### src/sv/str_pkg.sv
package str_pkg;

  localparam int FREQ_WIDTH     = 16;
  localparam int HOLD_IN_WIDTH  = 24;
  localparam int OUT_WIDTH      = 16;
  localparam int RAMP_WIDTH     = 8;
  localparam int DIVIDEND_WIDTH = 20;

  localparam logic [DIVIDEND_WIDTH-1:0] TIMER_CLOCK     = 20'd1000000;
  localparam logic [RAMP_WIDTH-1:0]     RAMP_STEP_RESET = 8'd10;

  localparam logic CMD_TICK  = 1'b0;
  localparam logic CMD_START = 1'b1;

  localparam logic [1:0] PHASE_IDLE  = 2'd0;
  localparam logic [1:0] PHASE_ACCEL = 2'd1;
  localparam logic [1:0] PHASE_HOLD  = 2'd2;
  localparam logic [1:0] PHASE_DECEL = 2'd3;

  typedef struct packed {
    logic                     cmd;
    logic                     motor_select;
    logic                     direction;
    logic [FREQ_WIDTH-1:0]    low_freq_hz;
    logic [FREQ_WIDTH-1:0]    high_freq_hz;
    logic [HOLD_IN_WIDTH-1:0] hold_ticks;
  } str_in_t;

  typedef struct packed {
    logic [OUT_WIDTH-1:0] period_now;
    logic [OUT_WIDTH-1:0] duty_first;
    logic [OUT_WIDTH-1:0] duty_second;
    logic                 dir_first;
    logic                 dir_second;
    logic [1:0]           phase;
    logic                 running;
    logic                 finished;
    logic                 rejected;
  } str_out_t;

endpackage

### src/sv/str_divider.sv
module str_divider
  import str_pkg::*;
(
  input  logic                      clk_i,
  input  logic                      rst_ni,
  input  logic                      start_i,
  input  logic [FREQ_WIDTH-1:0]     divisor_i,
  output logic                      done_o,
  output logic [DIVIDEND_WIDTH-1:0] quot_o
);

  localparam int CNT_W = $clog2(DIVIDEND_WIDTH);
  localparam logic [CNT_W-1:0] LAST_CNT = CNT_W'(DIVIDEND_WIDTH - 1);

  logic                      run_q, run_d;
  logic                      done_q, done_d;
  logic [CNT_W-1:0]          cnt_q, cnt_d;
  logic [FREQ_WIDTH-1:0]     div_q, div_d;
  logic [FREQ_WIDTH-1:0]     rem_q, rem_d;
  logic [DIVIDEND_WIDTH-1:0] quot_q, quot_d;
  logic [FREQ_WIDTH:0]       rem_sh;
  logic [FREQ_WIDTH:0]       rem_sub;
  logic                      fits;

  // One quotient bit per cycle, most significant first.
  always_comb begin
    rem_sh  = {rem_q, quot_q[DIVIDEND_WIDTH-1]};
    rem_sub = rem_sh - {1'b0, div_q};
    fits    = rem_sh >= {1'b0, div_q};
    run_d   = run_q;
    done_d  = 1'b0;
    cnt_d   = cnt_q;
    div_d   = div_q;
    rem_d   = rem_q;
    quot_d  = quot_q;
    if (start_i) begin
      run_d  = 1'b1;
      cnt_d  = '0;
      div_d  = divisor_i;
      rem_d  = '0;
      quot_d = TIMER_CLOCK;
    end else if (run_q) begin
      rem_d  = fits ? rem_sub[FREQ_WIDTH-1:0] : rem_sh[FREQ_WIDTH-1:0];
      quot_d = {quot_q[DIVIDEND_WIDTH-2:0], fits};
      cnt_d  = cnt_q + 1'b1;
      if (cnt_q == LAST_CNT) begin
        run_d  = 1'b0;
        done_d = 1'b1;
      end
    end
  end

  always_ff @(posedge clk_i or negedge rst_ni) begin
    if (!rst_ni) begin
      run_q  <= 1'b0;
      done_q <= 1'b0;
      cnt_q  <= '0;
    end else begin
      run_q  <= run_d;
      done_q <= done_d;
      cnt_q  <= cnt_d;
    end
  end

  always_ff @(posedge clk_i) begin
    div_q  <= div_d;
    rem_q  <= rem_d;
    quot_q <= quot_d;
  end

  assign done_o = done_q;
  assign quot_o = quot_q;

endmodule

### src/sv/stepper_trapezoid_ramp.sv
// Trapezoidal speed ramp for one of two stepper motors.
// Input channel (in_valid_i/in_ready_o/in_data_i) takes one beat per command:
// a start beat sets up a move, a tick beat advances the running move by one step.
// Output channel (out_valid_o/out_ready_i/out_data_o) gives exactly one result
// beat per input beat, in order.
// The configuration channel (cfg_valid_i/cfg_ready_o/cfg_data_i) writes the ramp
// step; it is always ready and should be written only while the block is idle.
// A tick or a rejected start goes straight to the emit state, which loads its
// result into the output register once that register is free. An accepted start
// first runs two bit-serial divisions in one shared divider, for the start and the
// floor period, and then emits its result. A new beat is accepted only after the
// previous result has entered the output register. The divider produces one quotient bit per cycle.
// The result sits in an output register, so the next beat is accepted while a
// result still waits; a result that cannot leave holds further processing.
// After reset the ramp is idle, all periods, duties and pins are 0 and the ramp
// step is 10.
module stepper_trapezoid_ramp
  import str_pkg::*;
#(
  parameter int PERIOD_WIDTH = 16,
  parameter int HOLD_WIDTH   = 24
) (
  input  logic                  clk_i,
  input  logic                  rst_ni,
  input  logic                  in_valid_i,
  output logic                  in_ready_o,
  input  str_in_t               in_data_i,
  output logic                  out_valid_o,
  input  logic                  out_ready_i,
  output str_out_t              out_data_o,
  input  logic                  cfg_valid_i,
  output logic                  cfg_ready_o,
  input  logic [RAMP_WIDTH-1:0] cfg_data_i
);

  localparam int PW = PERIOD_WIDTH;
  localparam int XW = (PW > DIVIDEND_WIDTH) ? PW : DIVIDEND_WIDTH;
  localparam logic [PW-1:0] PMASK = {PW{1'b1}};

  localparam logic [1:0] ST_IDLE   = 2'd0;
  localparam logic [1:0] ST_DIV_LO = 2'd1;
  localparam logic [1:0] ST_DIV_HI = 2'd2;
  localparam logic [1:0] ST_EMIT   = 2'd3;

  logic [1:0]                state_q, state_d;
  logic [RAMP_WIDTH-1:0]     ramp_q, ramp_d;
  logic [PW-1:0]             period_q, period_d;
  logic [PW-1:0]             floor_q, floor_d;
  logic [PW-1:0]             start_q, start_d;
  logic [HOLD_WIDTH-1:0]     hold_q, hold_d;
  logic                      busy_q, busy_d;
  logic                      motor_q, motor_d;
  logic [1:0]                dir_q, dir_d;
  logic [OUT_WIDTH-1:0]      duty0_q, duty0_d;
  logic [OUT_WIDTH-1:0]      duty1_q, duty1_d;
  logic [1:0]                phase_q, phase_d;
  logic                      fin_q, fin_d;
  logic                      rej_q, rej_d;
  logic                      lo_zero_q, lo_zero_d;
  logic [FREQ_WIDTH-1:0]     hi_freq_q, hi_freq_d;
  logic                      out_valid_q, out_valid_d;
  str_out_t                  out_q, out_d;

  logic                      in_acc;
  logic                      out_free;
  logic                      div_start;
  logic [FREQ_WIDTH-1:0]     div_divisor;
  logic                      div_done;
  logic [DIVIDEND_WIDTH-1:0] div_quot;
  logic [XW-1:0]             quot_x;
  logic [PW-1:0]             quot_sat;
  logic                      quot_zero_div;
  logic [PW-1:0]             new_period;
  logic [PW:0]               sum;
  logic [OUT_WIDTH-1:0]      new_duty;

  str_divider u_div (
    .clk_i     (clk_i),
    .rst_ni    (rst_ni),
    .start_i   (div_start),
    .divisor_i (div_divisor),
    .done_o    (div_done),
    .quot_o    (div_quot)
  );

  assign in_ready_o  = (state_q == ST_IDLE);
  assign in_acc      = in_valid_i && in_ready_o;
  assign out_free    = !out_valid_q || out_ready_i;
  assign cfg_ready_o = 1'b1;

  assign div_divisor = (state_q == ST_IDLE) ? in_data_i.low_freq_hz : hi_freq_q;
  assign div_start   = (in_acc && (in_data_i.cmd == CMD_START) && !busy_q) ||
                       ((state_q == ST_DIV_LO) && div_done);

  assign quot_zero_div = (state_q == ST_DIV_LO) ? lo_zero_q : (hi_freq_q == '0);
  assign quot_x        = XW'(div_quot);

  always_comb begin
    if (quot_zero_div || (quot_x > XW'(PMASK))) begin
      quot_sat = PMASK;
    end else begin
      quot_sat = PW'(quot_x);
    end
  end

  always_comb begin
    ramp_d      = cfg_valid_i ? cfg_data_i : ramp_q;
    state_d     = state_q;
    period_d    = period_q;
    floor_d     = floor_q;
    start_d     = start_q;
    hold_d      = hold_q;
    busy_d      = busy_q;
    motor_d     = motor_q;
    dir_d       = dir_q;
    duty0_d     = duty0_q;
    duty1_d     = duty1_q;
    phase_d     = phase_q;
    fin_d       = fin_q;
    rej_d       = rej_q;
    lo_zero_d   = lo_zero_q;
    hi_freq_d   = hi_freq_q;
    out_valid_d = out_valid_q && !out_ready_i;
    out_d       = out_q;
    new_period  = period_q;
    sum         = {1'b0, period_q} + (PW+1)'(ramp_q);
    new_duty    = OUT_WIDTH'(period_q >> 1);

    unique case (state_q)
      ST_IDLE: begin
        if (in_acc) begin
          fin_d   = 1'b0;
          rej_d   = 1'b0;
          state_d = ST_EMIT;
          if (in_data_i.cmd == CMD_START) begin
            if (busy_q) begin
              rej_d = 1'b1;
            end else begin
              motor_d   = in_data_i.motor_select;
              lo_zero_d = (in_data_i.low_freq_hz == '0);
              hi_freq_d = in_data_i.high_freq_hz;
              hold_d    = HOLD_WIDTH'(in_data_i.hold_ticks);
              if (in_data_i.motor_select) begin
                dir_d[1] = in_data_i.direction;
              end else begin
                dir_d[0] = in_data_i.direction;
              end
              state_d = ST_DIV_LO;
            end
          end else if (busy_q) begin
            if ((period_q <= floor_q) && (hold_q != '0)) begin
              hold_d  = hold_q - 1'b1;
              phase_d = PHASE_HOLD;
            end else if (hold_q != '0) begin
              new_period = (period_q > PW'(ramp_q)) ? (period_q - PW'(ramp_q)) : '0;
              new_duty   = OUT_WIDTH'(new_period >> 1);
              period_d   = new_period;
              phase_d    = PHASE_ACCEL;
            end else if ((period_q <= start_q) && (period_q != PMASK)) begin
              new_period = sum[PW] ? PMASK : sum[PW-1:0];
              new_duty   = OUT_WIDTH'(new_period >> 1);
              period_d   = new_period;
              phase_d    = PHASE_DECEL;
            end else begin
              new_duty = '0;
              busy_d   = 1'b0;
              phase_d  = PHASE_IDLE;
              fin_d    = 1'b1;
            end
            if (phase_d != PHASE_HOLD) begin
              if (motor_q) begin
                duty1_d = new_duty;
              end else begin
                duty0_d = new_duty;
              end
            end
          end
        end
      end
      ST_DIV_LO: begin
        if (div_done) begin
          start_d = quot_sat;
          state_d = ST_DIV_HI;
        end
      end
      ST_DIV_HI: begin
        if (div_done) begin
          floor_d  = quot_sat;
          period_d = start_q;
          new_duty = OUT_WIDTH'(start_q >> 1);
          if (motor_q) begin
            duty1_d = new_duty;
            duty0_d = '0;
          end else begin
            duty0_d = new_duty;
            duty1_d = '0;
          end
          busy_d  = 1'b1;
          phase_d = PHASE_ACCEL;
          state_d = ST_EMIT;
        end
      end
      ST_EMIT: begin
        if (out_free) begin
          out_valid_d       = 1'b1;
          out_d.period_now  = OUT_WIDTH'(period_q);
          out_d.duty_first  = duty0_q;
          out_d.duty_second = duty1_q;
          out_d.dir_first   = dir_q[0];
          out_d.dir_second  = dir_q[1];
          out_d.phase       = phase_q;
          out_d.running     = busy_q;
          out_d.finished    = fin_q;
          out_d.rejected    = rej_q;
          state_d           = ST_IDLE;
        end
      end
      default: begin
        state_d = ST_IDLE;
      end
    endcase
  end

  always_ff @(posedge clk_i or negedge rst_ni) begin
    if (!rst_ni) begin
      state_q     <= ST_IDLE;
      ramp_q      <= RAMP_STEP_RESET;
      period_q    <= '0;
      floor_q     <= '0;
      start_q     <= '0;
      hold_q      <= '0;
      busy_q      <= 1'b0;
      motor_q     <= 1'b0;
      dir_q       <= '0;
      duty0_q     <= '0;
      duty1_q     <= '0;
      phase_q     <= PHASE_IDLE;
      fin_q       <= 1'b0;
      rej_q       <= 1'b0;
      out_valid_q <= 1'b0;
    end else begin
      state_q     <= state_d;
      ramp_q      <= ramp_d;
      period_q    <= period_d;
      floor_q     <= floor_d;
      start_q     <= start_d;
      hold_q      <= hold_d;
      busy_q      <= busy_d;
      motor_q     <= motor_d;
      dir_q       <= dir_d;
      duty0_q     <= duty0_d;
      duty1_q     <= duty1_d;
      phase_q     <= phase_d;
      fin_q       <= fin_d;
      rej_q       <= rej_d;
      out_valid_q <= out_valid_d;
    end
  end

  always_ff @(posedge clk_i) begin
    lo_zero_q <= lo_zero_d;
    hi_freq_q <= hi_freq_d;
    out_q     <= out_d;
  end

  assign out_valid_o = out_valid_q;
  assign out_data_o  = out_q;

endmodule
### config.mk
export PLATFORM = sky130hd
export DESIGN_NAME = stepper_trapezoid_ramp
export DESIGN_NICKNAME = d
export VERILOG_FILES = /design/src/sv/str_pkg.sv /design/src/sv/str_divider.sv /design/src/sv/stepper_trapezoid_ramp.sv
export SDC_FILE = /design/constraint.sdc
export NUM_CORES = 1
export LEC_CHECK = 0
export BUFFER_PORTS_ARGS = -buffer_cell sky130_fd_sc_hd__buf_4
export CAP_MARGIN = 20
export CORE_MARGIN = 10
export CORE_UTILIZATION = 55
export DETAILED_ROUTE_END_ITERATION = 7
export PLACE_DENSITY_LB_ADDON = 0.2
export SYNTH_ARGS = -nofsm -noshare
export SYNTH_HDL_FRONTEND = slang
export SYNTH_HIERARCHICAL = 1
export SYNTH_SLANG_ARGS = --single-unit
### constraint.sdc
create_clock -name clk_i -period 3.9 [get_ports clk_i]
set_input_delay 0.195 -clock clk_i [delete_from_list [all_inputs] [get_ports clk_i]]
set_output_delay 0.195 -clock clk_i [all_outputs]
set_load 0.005 [all_outputs]
==> metrics.md <==
| Metric | Value |
|---|---|
| Status | `complete, no violations` |
| Cell type group with the largest total delay on the critical path | `simple AND/OR/NAND/NOR gates` |
| Final design utilization | `between 60% and 70%` |
| Number of antenna violations at the first check in global routing | `0` |
| Vias per inst | `5.90` |
| Most frequent cell after synthesis | `nor2_1` |
| DRC errors left | `0` |
| Critical Path Stages | `9` |
| Worst stage delay on the critical path | `approximately 0.53 ns` |
| Met3 routing resource usage after global routing | `a little under 5%` |
| Total number of vias | `about 11k` |
| Number of antenna repair diodes | `0` |
| Area added between synthesis and finish | `22.8%` |
| Maximum capacitance violations | `0` |
| Final count of hold timing violations | `0` |
| Worst skew pair latency | `around 0.55 ns` |
| Setup TNS Final | `0 ns` |
| Clock slew seen by the registers of the worst setup and hold paths | `~0.06 ns` |
| Wire length per cell | `19.6 um` |
| Normalized max-slew margin | `28.9%` |
| Most Crowded Layer GR | `met2` |
| Via count of the first global-routing pass | `approximately 11k` |
| Min cycle time layout | `between 3 and 4 ns` |
| RePlAce Congestion | `approximately 0.93` |
| Met1 routing resource usage after global routing | `between 30 and 40%` |
| Portion of the post-synthesis area used by sequential elements | `approximately half` |
| PostCTS Resize Cnt | `0` |
| TritonCTS Buffers | `28` |
| Global-route met2 utilization | `approximately 40%` |
| Starting Density | `55.6%` |
| Critical path class | `flop to flop` |
| RSZ-0062 raised after global routing | `false` |
| Wire length of the first global-routing pass | `61000 um` |
| Total congestion overflow | `0` |
| Cell area after synthesis | `approximately 0.013 mm2` |
| IO Count | `130` |
| FP Rows | `57` |
| Worst min-delay path class | `input pin to asynchronous set/reset pin` |
| Final nets | `roughly 1.7k` |
| Total power draw | `around 10 mW` |
| Data required time at the worst endpoint | `4.36 ns` |
| All-Layer GR Usage | `23.9%` |
| Leak Pwr | `6.91 nW` |
| Total of endpoints with negative setup slack in the final report | `0` |
| Syn. warnings | `6` |
| Top cell type's share of synthesized area | `roughly a quarter` |
| Pin count of the biggest net entering global routing | `74` |
| Element type at the critical path start | `flop` |
| Cell types occupying the most area after synthesis | `dfrtp_1 (23%), edfxtp_1 (19%), ha_1 (6.5%)` |
| CTS root buf | `clkbuf_16` |
| Number of port buffers | `between 100 and 150` |
| H-tree depth reported by CTS | `1` |
| Arrival time at the worst endpoint | `4.08 ns` |
| Top cells by count, synth | `nor2_1 (163), dfrtp_1 (126), nand2_1 (114)` |
| Number of filler instances in the final layout | `between 1.5k and 2k` |
| Worst slew pin tran | `1.07 ns` |
| Mapped Avg Cell Area | `approximately 10 um2` |
| CTS tree | `done` |
| Ordered cell list for the critical path | `ha_1 > nand4_1 > nor4_1 > a21boi_0 > a211oi_1 > nor3_1 > o21a_1 > nand2b_1 > a31oi_1` |
| Proportion of layout cells with a drive suffix above 1 | `approximately 16%` |
| Area after detailed placement | `about 0.015 mm2` |
| Clk buf depth | `3` |
| Number of flops mapped to enable cells by yosys | `between 80 and 90` |
| Pre-Repair DR Iteration Count | `5` |
| Layout Cell Area excl Fill | `about 0.017 mm2` |
| Maximum ir drop on the vdd rail | `around 0.43 mV` |
| Yosys reg bits | `250` |
| Crit path max fanout | `9` |
| Synthesized netlist cell count | `approximately 1.4k` |
| Top achievable clock speed | `around 0.28 GHz` |
| Count of clock tree sinks | `250` |
| Height of the chip | `between 150 and 200 um` |
| Number of cells traversed by the worst register-to-register path | `9` |
| Clock skew after layout | `~0.012 ns` |
| Core region area | `~0.024 mm2` |
| Async set-or-reset flop fraction in the synthesized netlist | `between 50 and 60%` |
| Bufs and invs on worst path | `0` |
| Count of distinct cell types in the synthesized netlist | `83` |
| Detailed placement HPWL | `approximately 26000 um` |
| Horizontal die dimension | `roughly 180 um` |
| Post-detailed-routing wire length | `around 38000 um` |
| CP Capture Type | `flop` |
| Cell type with the largest total area after synthesis | `dfrtp_1` |
| Total power divided by cell area | `around 630 mW/mm2` |
| Fraction of the cycle the final worst path needs | `between 90 and 100%` |
| Cell with the biggest individual delay on the critical path | `dfrtp_1` |
| Initial DRC count | `958` |
| Residual antenna-violating net count after detailed routing | `0` |
| Final Slew Violations | `0` |
| Area of the die | `between 0.03 and 0.04 mm2` |
| Synth Flop Type | `dfrtp_1` |
sequential cells by signal (all words and copies together), names as in the netlist, 8 cells and up:
name          count
out_data_o       53
u_div/div_q      16
duty1_q          15
duty0_q          15
start_q          16
u_div/rem_q      16
hold_q           24
period_q         16
floor_q          16
hi_freq_q        16
u_div/quot_o     20
ramp_q            8
report_power, final:
part           switching, mW  internal, mW  total (mW)
registers              0.494          3.44        3.94
logic                   2.25          1.64        3.89
clock network           1.09          1.57        2.66
total                   3.83          6.65        10.5
worst paths after layout:
check,slack [ns],start,endpoint
max,0.28,period_q[14],duty0_q[2]
min,0.09,rst_ni,hold_q[0]
max reg2reg,0.28,period_q[14],duty0_q[2]
min reg2reg,0.45,duty1_q[4],out_data_o[11]
max in group asynchronous,3.17,rst_ni,duty1_q[10]
min in group clk_i,0.09,in_data_i[58],rej_q
layer usage:
layer / vias to the layer above / wire length, um
met5: - / 0
met4: 0 / 1080
met3: 75 / 2950
met2: 440 / 18100
met1: 5459 / 15700
li1: 5425 / -
what timing repair did:
action | in CTS | in global routing
setup buffers | 0 | 0
hold endpoints to repair | 138 | 0
hold buffers | 83 | 0
cells in the final DEF, fill, tap and decap left out, types with 6 or more instances in the layout:
cell type	n
dfxtp_1	36
edfxtp_1	86
a31oi_1	35
ha_1	70
mux2_2	22
inv_1	81
nor4_1	26
or4_1	7
and2_1	6
o21a_1	9
o2bb2ai_1	6
nand2b_1	17
xnor2_1	13
nor2_1	163
clkbuf_16	28
nor2b_1	28
nor3_1	23
mux2i_1	42
xor2_1	10
nand3_1	21
o22ai_1	13
buf_4	156
a21o_1	9
a211oi_1	24
nand2_1	114
dlygate4sd3_1	83
dfrtp_1	125
o21ai_0	62
a21oi_1	112
o22a_1	7
o211ai_1	12
or3_1	6
nand4_1	21
logic make-up (layout without fill, tap and decap cells):
group | after synthesis | after routing | share of synthesized area (%)
xor gates and xnor gates | 23 | 23 | 1.49
DFF | 250 | 250 | 48.3
other | 2 | 3 | 0.0557
and+or+nand+nor | 468 | 468 | 16.7
adders and majority gates | 73 | 73 | 6.94
muxes | 65 | 65 | 5.07
AOI/OAI and AO/OA | 351 | 351 | 16.7
buffers and inverters | 149 | 374 | 4.69
through the flow:
stage / setup WS [ns] / cells / hold WS [ns]
final: 0.283 / 1931 / 0.0889
after global placement: 0.516 / 1795 / 0.374
after floorplan: 0.975 / 1382 / -0.101
after CTS: 0.402 / 1930 / 0.0785
after global routing: 0.0370 / 1931 / 0.0952
after detailed placement: 0.448 / 1795 / 0.374
layout make-up:
class                           instances  area [um2]  area share, %
Clock buffer                           35         747           4.51
Sequential cell                       250        6510           39.3
Clock inverter                         17         190           1.15
Tap cell                              324         405           2.45
Multi-Input combinational cell        983        6350           38.3
Inverter                               81         304           1.84
Timing Repair Buffer                  241        2050           12.4
(Power assumes the default switching activity.)
